## config.mk

```make
export PLATFORM = sky130hd
export DESIGN_NAME = magma_block_cipher
export DESIGN_NICKNAME = d
export VERILOG_FILES = /design/src/rtl/core/mbc_pkg.sv /design/src/rtl/core/magma_block_cipher.sv /design/src/rtl/core/mbc_ctrl.sv /design/src/rtl/core/mbc_datapath.sv
export SDC_FILE = /design/constraint.sdc
export NUM_CORES = 1
export LEC_CHECK = 0
export BUFFER_PORTS_ARGS = -buffer_cell sky130_fd_sc_hd__buf_2
export CORE_ASPECT_RATIO = 0.7
export CORE_MARGIN = 10
export CORE_UTILIZATION = 36
export DETAILED_ROUTE_END_ITERATION = 8
export GPL_TIMING_DRIVEN = 1
export PLACE_DENSITY = 0.56
export SYNTH_ARGS = -nofsm -noshare
export SYNTH_HDL_FRONTEND = slang
export SYNTH_SLANG_ARGS = --single-unit
```

## constraint.sdc

```tcl
create_clock -name clk_i -period 5.9 [get_ports clk_i]
set_input_delay 1.77 -clock clk_i [delete_from_list [all_inputs] [get_ports clk_i]]
set_output_delay 1.77 -clock clk_i [all_outputs]
set_load 0.01 [all_outputs]
```

## src/rtl/core/mbc_pkg.sv

```systemverilog
`timescale 1ns / 1ps
// -----------------------------------------------------------------------------
// Magma block cipher package
// Shared constants, command struct and the round function.
// -----------------------------------------------------------------------------
package mbc_pkg;

  localparam int unsigned BlockW   = 64;
  localparam int unsigned HalfW    = 32;
  localparam int unsigned KeyWords = 8;
  localparam int unsigned KeyIdxW  = 3;
  localparam int unsigned CfgIdxW  = 4;
  localparam int unsigned RoundW   = 5;
  localparam int unsigned RotLeft  = 11;

  localparam logic [RoundW-1:0] LastRound = 5'd31;

  localparam logic ActEncrypt = 1'b0;
  localparam logic ActDecrypt = 1'b1;

  typedef struct packed {
    logic              load;
    logic              step;
    logic              last;
    logic [RoundW-1:0] rnd;
  } mbc_cmd_t;

  // Nibble j of entry i is S-box j applied to i.
  localparam logic [HalfW-1:0] SboxPacked [16] = '{
    32'h1857cb6c, 32'h7edf8384, 32'he2f52526, 32'hd56a1832,
    32'h0698d29a, 32'h59214fa5, 32'h81c6fa5b, 32'h3cad6dc9,
    32'h4fb07e1e, 32'hf47901e8, 32'hab83a74d, 32'h601e5477,
    32'h9d4b3cb0, 32'hca34e9d3, 32'hb3e2960f, 32'h270cb0f1
  };

  function automatic logic [HalfW-1:0] subst(input logic [HalfW-1:0] x);
    logic [HalfW-1:0] r;
    logic [HalfW-1:0] e;
    r = '0;
    for (int j = 0; j < 8; j++) begin
      e = SboxPacked[x[4*j +: 4]];
      r[4*j +: 4] = e[4*j +: 4];
    end
    return r;
  endfunction

  function automatic logic [HalfW-1:0] round_fn(input logic [HalfW-1:0] half,
                                                input logic [HalfW-1:0] k);
    logic [HalfW-1:0] s;
    s = subst(half + k);
    return {s[HalfW-RotLeft-1:0], s[HalfW-1:HalfW-RotLeft]};
  endfunction

endpackage

```

## src/rtl/core/magma_block_cipher.sv

```systemverilog
`timescale 1ns / 1ps
// -----------------------------------------------------------------------------
// Magma block cipher
// 64-bit block, 256-bit key, 32 Feistel rounds, encrypt or decrypt.
// -----------------------------------------------------------------------------
// channel  | handshake               | payload
// request  | start_i, busy_o         | action_i, block_in_i
// result   | done_o (one-cycle)      | block_out_o
// config   | cfg_valid_i, cfg_ready_o| cfg_index_i, cfg_data_i
//
// One round per cycle through a single round unit: busy_o is high while the
// rounds of an accepted request run, done_o pulses on the cycle after the last round.
// busy_o drops on the done_o cycle, so a new request may start then;
// no new request is taken while busy_o is high.
// Reset clears the key to zero; config is always ready.
// -----------------------------------------------------------------------------
module magma_block_cipher import mbc_pkg::*; (
  input  logic               clk_i,
  input  logic               rst_ni,
  input  logic               start_i,
  output logic               busy_o,
  input  logic               action_i,
  input  logic [BlockW-1:0]  block_in_i,
  output logic               done_o,
  output logic [BlockW-1:0]  block_out_o,
  input  logic               cfg_valid_i,
  output logic               cfg_ready_o,
  input  logic [CfgIdxW-1:0] cfg_index_i,
  input  logic [HalfW-1:0]   cfg_data_i
);

  mbc_cmd_t cmd;

  assign cfg_ready_o = 1'b1;

  mbc_ctrl u_ctrl (
    .clk_i   (clk_i),
    .rst_ni  (rst_ni),
    .start_i (start_i),
    .busy_o  (busy_o),
    .done_o  (done_o),
    .cmd_o   (cmd)
  );

  mbc_datapath u_datapath (
    .clk_i       (clk_i),
    .rst_ni      (rst_ni),
    .cmd_i       (cmd),
    .action_i    (action_i),
    .block_in_i  (block_in_i),
    .cfg_we_i    (cfg_valid_i & cfg_ready_o),
    .cfg_index_i (cfg_index_i),
    .cfg_data_i  (cfg_data_i),
    .block_out_o (block_out_o)
  );

endmodule

```

## src/rtl/core/mbc_ctrl.sv

```systemverilog
`timescale 1ns / 1ps
// -----------------------------------------------------------------------------
// Magma round controller
// Sequences 32 rounds per request and strobes the result.
// -----------------------------------------------------------------------------
module mbc_ctrl import mbc_pkg::*; (
  input  logic     clk_i,
  input  logic     rst_ni,
  input  logic     start_i,
  output logic     busy_o,
  output logic     done_o,
  output mbc_cmd_t cmd_o
);

  typedef enum logic {
    StIdle,
    StRun
  } state_e;

  state_e            state_q;
  logic [RoundW-1:0] cnt_q;
  logic              done_q;

  always_ff @(posedge clk_i or negedge rst_ni) begin
    if (!rst_ni) begin
      state_q <= StIdle;
      cnt_q   <= '0;
      done_q  <= 1'b0;
    end else begin
      done_q <= 1'b0;
      unique case (state_q)
        StIdle: begin
          if (start_i) begin
            state_q <= StRun;
            cnt_q   <= '0;
          end
        end
        StRun: begin
          cnt_q <= cnt_q + 1'b1;
          if (cnt_q == LastRound) begin
            state_q <= StIdle;
            done_q  <= 1'b1;
          end
        end
        default: state_q <= StIdle;
      endcase
    end
  end

  assign busy_o     = (state_q != StIdle);
  assign done_o     = done_q;
  assign cmd_o.load = (state_q == StIdle) && start_i;
  assign cmd_o.step = (state_q == StRun);
  assign cmd_o.last = (state_q == StRun) && (cnt_q == LastRound);
  assign cmd_o.rnd  = cnt_q;

endmodule

```

## src/rtl/core/mbc_datapath.sv

```systemverilog
`timescale 1ns / 1ps
// -----------------------------------------------------------------------------
// Magma datapath
// Key registers, round key select, one Feistel round and result register.
// -----------------------------------------------------------------------------
module mbc_datapath import mbc_pkg::*; (
  input  logic               clk_i,
  input  logic               rst_ni,
  input  mbc_cmd_t           cmd_i,
  input  logic               action_i,
  input  logic [BlockW-1:0]  block_in_i,
  input  logic               cfg_we_i,
  input  logic [CfgIdxW-1:0] cfg_index_i,
  input  logic [HalfW-1:0]   cfg_data_i,
  output logic [BlockW-1:0]  block_out_o
);

  logic [HalfW-1:0]   key_q [KeyWords];
  logic [HalfW-1:0]   a1_q, a0_q;
  logic               dec_q;
  logic [BlockW-1:0]  out_q;
  logic [RoundW-1:0]  idx;
  logic [KeyIdxW-1:0] kidx;
  logic [HalfW-1:0]   f;

  always_ff @(posedge clk_i or negedge rst_ni) begin
    if (!rst_ni) begin
      for (int i = 0; i < KeyWords; i++) key_q[i] <= '0;
    end else if (cfg_we_i && !cfg_index_i[CfgIdxW-1]) begin
      key_q[cfg_index_i[KeyIdxW-1:0]] <= cfg_data_i;
    end
  end

  always_comb begin
    idx  = (dec_q == ActDecrypt) ? ~cmd_i.rnd : cmd_i.rnd;
    kidx = (idx[RoundW-1:KeyIdxW] == 2'b11) ? ~idx[KeyIdxW-1:0] : idx[KeyIdxW-1:0];
    f    = round_fn(a0_q, key_q[kidx]) ^ a1_q;
  end

  always_ff @(posedge clk_i) begin
    if (cmd_i.load) begin
      dec_q <= action_i;
      a1_q  <= block_in_i[BlockW-1:HalfW];
      a0_q  <= block_in_i[HalfW-1:0];
    end else if (cmd_i.step) begin
      a1_q <= a0_q;
      a0_q <= f;
    end
    if (cmd_i.last) begin
      out_q <= {f, a0_q};
    end
  end

  assign block_out_o = out_q;

endmodule
```

==> Word-level counts from Yosys, hierarchy flattened <==
Memories as Yosys holds them, arrays and structs flattened.
Cells that the tools add are included.
{ "classes": {"addsub": 2, "n_lt_le_gt_ge": 11, "eq_ne": 3, "n_mux": 35, "bitwise_logic": 14, "n_reduce_logical": 6} }
{ "ops": {"columns": ["op", "count"], "rows": [
  ["32-bit 2-to-1 mux", 9],
  ["256-bit bitwise mux", 1],
  ["32-bit binary-select mux with 3-bit select", 1],
  ["32-bit demux with 3-bit select", 1],
  ["28-bit 2-to-1 mux", 2],
  ["24-bit 2-to-1 mux", 2],
  ["5-bit >= comparator (second input constant)", 8],
  ["20-bit 2-to-1 mux", 2],
  ["4-bit inverter with 5-bit output", 8],
  ["32-bit adder", 1],
  ["16-bit 2-to-1 mux", 2],
  ["32-bit XOR", 1],
  ["12-bit 2-to-1 mux", 2],
  ["8-bit 2-to-1 mux", 2],
  ["5-bit 2-to-1 mux", 2],
  ["5-bit one-hot mux with 2 select lines", 1],
  ["4-bit >= comparator (second input constant)", 2],
  ["4-bit 2-to-1 mux", 2],
  ["3-bit inverter with 4-bit output", 2],
  ["5-bit by 1-bit adder with 5-bit output (second input constant)", 1],
  ["5-bit == test (second input constant)", 1],
  ["5-bit inverter", 1],
  ["1-bit logical AND", 4],
  ["4-bit by 1-bit less-than comparator with 1-bit output (second input constant)", 1],
  ["9 further kinds", 12]
]} }
{ "word_totals": {"reg_bits": 392, "mem_bits_ro": 4096, "in_bits": 105, "out_inout_bits": 67, "wordCells": 94, "mem_count": 8} }
{ "memory_table": {"columns": ["memory", "words", "width", "read_ports", "rd_clocked_by_memory_dff", "wr", "line", "text"], "rows": [
  ["(name not given)", 16, 32, 1, 0, 0, "mbc_pkg.sv:41", "e = SboxPacked[x[4*j +: 4]];"],
  ["(name not given)", 16, 32, 1, 0, 0, "mbc_pkg.sv:41", null],
  ["(name not given)", 16, 32, 1, 0, 0, "mbc_pkg.sv:41", null],
  ["(name not given)", 16, 32, 1, 0, 0, "mbc_pkg.sv:41", null],
  ["(name not given)", 16, 32, 1, 0, 0, "mbc_pkg.sv:41", null],
  ["(name not given)", 16, 32, 1, 0, 0, "mbc_pkg.sv:41", null],
  ["+2 memories", null, null, null, null, null, null, null]
]} }

==> Logic depth before layout (Yosys ltp) <==
{ "depth": {"word_depth": 16, "mapped_depth": 20, "depth_no_buf": 19} }

==> By module <==
From an unflattened synthesis, not the netlist that was laid out.
{ "hier_totals": {"hier_cells": 1835, "area_unflattened_um2": 20519.7} }
{ "by_module_without_submodules": {"columns": ["module", "instances", "cells_each", "area_per_inst_um2", "seq_area_each_um2"], "rows": [
  ["mbc_datapath", 1, 1802, 20164.3, 10279.9],
  ["mbc_ctrl", 1, 31, 344.1, 175.2],
  ["magma_block_cipher", 1, 2, 11.3, 0.0]
]} }

==> Least setup slack after synthesis <==
No wires, ideal clock.
{ "synth_timing": {"kind": "reg2reg", "start": "register u_ctrl.cnt_q[4]", "end": "register u_datapath.a0_q[2] (data pin)", "setup_time_ns": 0.260, "arrival_ns": 5.740, "required_time_ns": 5.640, "setup_slack_ns": -0.099, "path_stages_with_launch": 18, "n_path_buf": 1, "period_less_slack_ns": 5.999, "path_cell_list": "dfrtp_1 -> maj3_4 -> xnor2_1 -> clkbuf_1 -> mux4_2 -> mux2_2 -> ha_1 -> fa_1 -> nand3_1 -> a21oi_1 -> o311ai_0 -> nand2_1 -> xnor2_1 -> inv_1 -> ha_1 -> mux4_2 -> xnor2_1 -> mux2_2"} }
{ "synth_between": {"elab_chain_len": 16} }
{ "synth_lines": {"columns": ["element", "line", "text"], "rows": [
  ["start: declaration", "mbc_ctrl.sv:21", "logic [RoundW-1:0] cnt_q;"],
  ["start signal: assignment", "mbc_ctrl.sv:39", "cnt_q <= cnt_q + 1'b1;"],
  ["5-bit inverter", "mbc_datapath.sv:35", "idx = (dec_q == ActDecrypt) ? ~cmd_i.rnd : cmd_i.rnd;"],
  ["5-bit 2-to-1 mux *", "mbc_datapath.sv:35", null],
  ["2-bit == test *", "mbc_datapath.sv:36", "kidx = (idx[RoundW-1:KeyIdxW] == 2'b11) ? ~idx[KeyIdxW-1:0] : idx[KeyIdxW-1:0];"],
  ["3-bit 2-to-1 mux *", "mbc_datapath.sv:36", null],
  ["3-bit inverter with 4-bit output (implied by the code) *", "mbc_datapath.sv:37", "f = round_fn(a0_q, key_q[kidx]) ^ a1_q;"],
  ["32-bit binary-select mux with 3-bit select *", "mbc_datapath.sv:37", null],
  ["32-bit 2-to-1 mux (implied by the code) * (2 in series)", "mbc_datapath.sv:37", null],
  ["32-bit adder *", "mbc_pkg.sv:50", "s = subst(half + k);"],
  ["4-bit inverter with 5-bit output (implied by the code) *", "mbc_pkg.sv:41", null],
  ["memory read 16 x 32 bit *", null, null],
  ["24-bit 2-to-1 mux (implied by the code) * (2 in series)", "mbc_pkg.sv:41", null],
  ["32-bit XOR *", "mbc_datapath.sv:37", null],
  ["via u_datapath.f[2]", "mbc_datapath.sv:24", "logic [HalfW-1:0] f;"],
  ["32-bit 2-to-1 mux *", "mbc_datapath.sv:45", "end else if (cmd_i.step) begin"],
  ["32-bit 2-to-1 mux *", "mbc_datapath.sv:41", "if (cmd_i.load) begin"],
  ["end signal: assignment", "mbc_datapath.sv:44", "a0_q <= block_in_i[HalfW-1:0];"],
  ["end: declaration", "mbc_datapath.sv:19", "logic [HalfW-1:0] a1_q, a0_q;"]
]} }
Mark *: on every way through the listed nets, which the timed path passes. The rest lies on a longest branch. The select of a mux whose other input is x is not followed.
A chain may end at the register's enable or synchronous reset.

==> Final worst setup path <==
{ "layout_timing": {"start": "register u_ctrl.cnt_q[4]", "end": "register u_datapath.a0_q[3] (data pin)"} }
{ "layout_between": {"elab_chain_len": 16} }
{ "layout_lines": {"columns": ["element", "line"], "rows": [
  ["5-bit inverter", "mbc_datapath.sv:35"],
  ["5-bit 2-to-1 mux *", "mbc_datapath.sv:35"],
  ["2-bit == test *", "mbc_datapath.sv:36"],
  ["3-bit 2-to-1 mux *", "mbc_datapath.sv:36"],
  ["3-bit inverter with 4-bit output (implied by the code) *", "mbc_datapath.sv:37"],
  ["32-bit binary-select mux with 3-bit select *", "mbc_datapath.sv:37"],
  ["32-bit 2-to-1 mux (implied by the code) * (2 in series)", "mbc_datapath.sv:37"],
  ["32-bit adder *", "mbc_pkg.sv:50"],
  ["4-bit inverter with 5-bit output (implied by the code) *", "mbc_pkg.sv:41"],
  ["memory read 16 x 32 bit *", null],
  ["28-bit 2-to-1 mux (implied by the code) * (2 in series)", "mbc_pkg.sv:41"],
  ["32-bit XOR *", "mbc_datapath.sv:37"],
  ["via u_datapath.f[3]", "mbc_datapath.sv:24"],
  ["32-bit 2-to-1 mux *", "mbc_datapath.sv:45"],
  ["32-bit 2-to-1 mux *", "mbc_datapath.sv:41"]
]} }
Marked as above.

==> results.json <==
{
  "status": "finished, final reports clean",
  "syn-instance-count": 1502,
  "yosys.area.top_type": "dfrtp_1",
  "synthesis.area_mm2": 0.0202,
  "crit_path_end_kind": "flop",
  "postRouteAntennaNets": 0,
  "synth_fa_ha_area_share_pct": 4.75,
  "ys_top_cells_by_count": "302 x mux2_2, 263 x dfrtp_1, 163 x nand2_1",
  "min_path_type": "reg -> reg",
  "arrival_ns": 6.04,
  "multi_input_area_mm2": 0.00943,
  "ys_seq_area_share_pct": 51.7,
  "grt_max_degree": 137,
  "syn_nets": 1682,
  "synth-edff-count": 129,
  "rsz0062_at_grt": "true",
  "first_iter_violations": 898,
  "fin_crit_ns": 5.72,
  "hold_viol": 0,
  "vias": 13100,
  "root_buffer": "clkbuf_16",
  "dp_hpwl_um": 37800,
  "required_ns": 6.22,
  "maxCapViolations": 0,
  "synth_flop_cell": "dfrtp_1",
  "cts_tree": "done",
  "coreArea_mm2": 0.0554,
  "finalSetupTns_ns": 0,
  "setup_viol": 0,
  "grt.overflow.total": 0,
  "fmax_ghz": 0.175,
  "synth_top_family_by_area": "multiplexers",
  "die_w_um": 303,
  "async_flop_share_pct": 67.1,
  "regArea_mm2": 0.0105,
  "synthTopCellsByArea": "dfrtp_1 33%, edfxtp_1 19%, mux2_2 17%",
  "yosys_warnings": 0,
  "wl_per_cell_um": 21.8,
  "synth_xor_area_share_pct": 3.13,
  "period_share_pct": 97.0,
  "num-nets-final": 1894,
  "yosysMostFrequentCell": "mux2_2",
  "gp_congestion": 0.913,
  "grt_pass1_vias": 13400,
  "antenna_found_initial": 10,
  "crit_path_start_kind": "flop",
  "critPathMaxFanout": 26,
  "via_per_inst": 5.26,
  "skew_ns": 0.0399,
  "ios": 172,
  "row_count": 72,
  "areaGrowthSynthToFinish_pct": 18.0,
  "clock-sinks": 392,
  "synth_simple_gate_area_share_pct": 6.52,
  "cts_max_path_buffers": 3,
  "slew_viol_final": 0,
  "maxSlewHeadroom_pct": 21.8,
  "worst_pin_slew_ns": 1.17,
  "drc": 0,
  "ys_types": 74,
  "yosys.area.top_type_share_pct": 32.5,
  "fillCellCount": 5055,
  "grt_first_pass_wirelength_um": 83200,
  "synth-compound-area-share_pct": 4.91,
  "cts_buffers": 40,
  "die_area_mm2": 0.0662,
  "synth_area_per_cell_um2": 13.5,
  "totalWireLength_um": 54100,
  "ys_ff_latch": 392,
  "die_h_um": 218,
  "path_class": "reg -> reg",
  "clkTransAtPathRegs_ns": 0.06,
  "synth_mux_area_share_pct": 26.7,
  "htreeDepth": 2,
  "clock_latency_ns": 0.57,
  "grt_usage_pct": 16.2,
  "drive_above_1_share_pct": 41.4,
  "portBuffers": 170,
  "dr.pass1.iters": 7,
  "start_util_pct": 36.5,
  "holdWs_ns": 0.502
}
## placed cells by master, fill, tap and decap left out, types with 42 or more instances in the layout
master      n
a21oi_1    42
buf_2     169
buf_4      63
dfrtp_1   263
edfxtp_1  129
ha_1       74
mux2_2    302
mux4_2     77
nand2_1   163
nor2_1     55
## cell type report
type	instances	share of cell area [%]
Inverter	43	0.676
Sequential cell	392	43.8
Multi-Input combinational cell	997	39.5
Clock buffer	52	4.76
Clock inverter	20	1.17
Tap cell	740	3.88
Timing Repair Buffer	240	6.17
Antenna cell	3	0.0314
## per-layer routing
metal	share of wire (%)	global-route usage [%]	routed length [um]	vias to the layer above
met1	48	23.6	26100	6720
met3	6.2	3.72	3370	68
met5	0.10	0	55	-
met4	1.5	2.90	817	8
li1	-	-	-	5959
met2	44	24.4	23700	318
## state kept, by name, summed over array words and instances, names as in the netlist
name,flops
u_ctrl.cnt_q,5
u_datapath.a0_q,32
u_datapath.key_q,256
u_ctrl.done_o,1
u_datapath.a1_q,32
u_ctrl.busy_o,1
u_datapath.dec_q,1
u_datapath.block_out_o,64
## final timing paths
path | from | to | slack [ns] | cells past startpoint
max in group asynchronous | rst_ni | u_datapath.key_q[46] | 3.36 | 2
setup / recovery | u_ctrl.cnt_q[4] | u_datapath.a0_q[3] | 0.18 | 19
setup reg to reg | u_ctrl.cnt_q[4] | u_datapath.a0_q[3] | 0.18 | 19
hold reg to reg | u_datapath.key_q[211] | u_datapath.key_q[211] | 0.50 | 1
min in group asynchronous | rst_ni | u_datapath.key_q[156] | 1.32 | 1
hold / removal | u_datapath.key_q[211] | u_datapath.key_q[211] | 0.50 | 1
## logic make-up (layout without fill, tap and decap cells)
kind of cell,count (synthesis),in the layout
AOI/OAI and AO/OA,150,150
DFF,392,392
muxes,403,403
other,1,4
buffers and inverters,113,355
xor gates and xnor gates,68,68
adders and majority gates,76,76
and+or+nand+nor,299,299
## repair_timing
action                                  4_1_cts  5_1_grt
hold buffers                                  0        0
buffers inserted                              0        2
gates resized for setup                       1       17
endpoints found under the setup margin        1       21
## critical path, cell delays in order, from the launching register on
cell      delay, ns
dfrtp_1        0.41
maj3_4         0.42
xnor2_2        0.20
buf_12         0.22
buf_16         0.24
mux4_2         0.53
mux2_2         0.34
ha_1           0.37
a21oi_1        0.25
o21ai_0        0.18
a221oi_1       0.31
buf_4          0.20
a31o_2         0.17
buf_4          0.14
xor2_1         0.40
nor3_1         0.18
a221oi_1       0.31
nand2_1        0.15
xnor2_1        0.17
mux2_2         0.27
## stage by stage
| stage | instances | setup WS (ns) | cell area (um2) | utilization, % |
|---|---|---|---|---|
| after floorplan | 1502 | 0.00632 | 20200 | - |
| after global placement | 2410 | 0.119 | 22400 | 40.3 |
| after detailed placement | 2410 | 0.00425 | 22400 | 40.3 |
| after CTS | 2482 | 0.0837 | 23800 | 42.9 |
| after global routing | 2484 | -0.101 | 23900 | 43.1 |
| final | 2487 | 0.176 | 23900 | 43.1 |
Power is not shown: default switching activity piles up to over one toggle a cycle in this logic, so the estimate is an artifact.
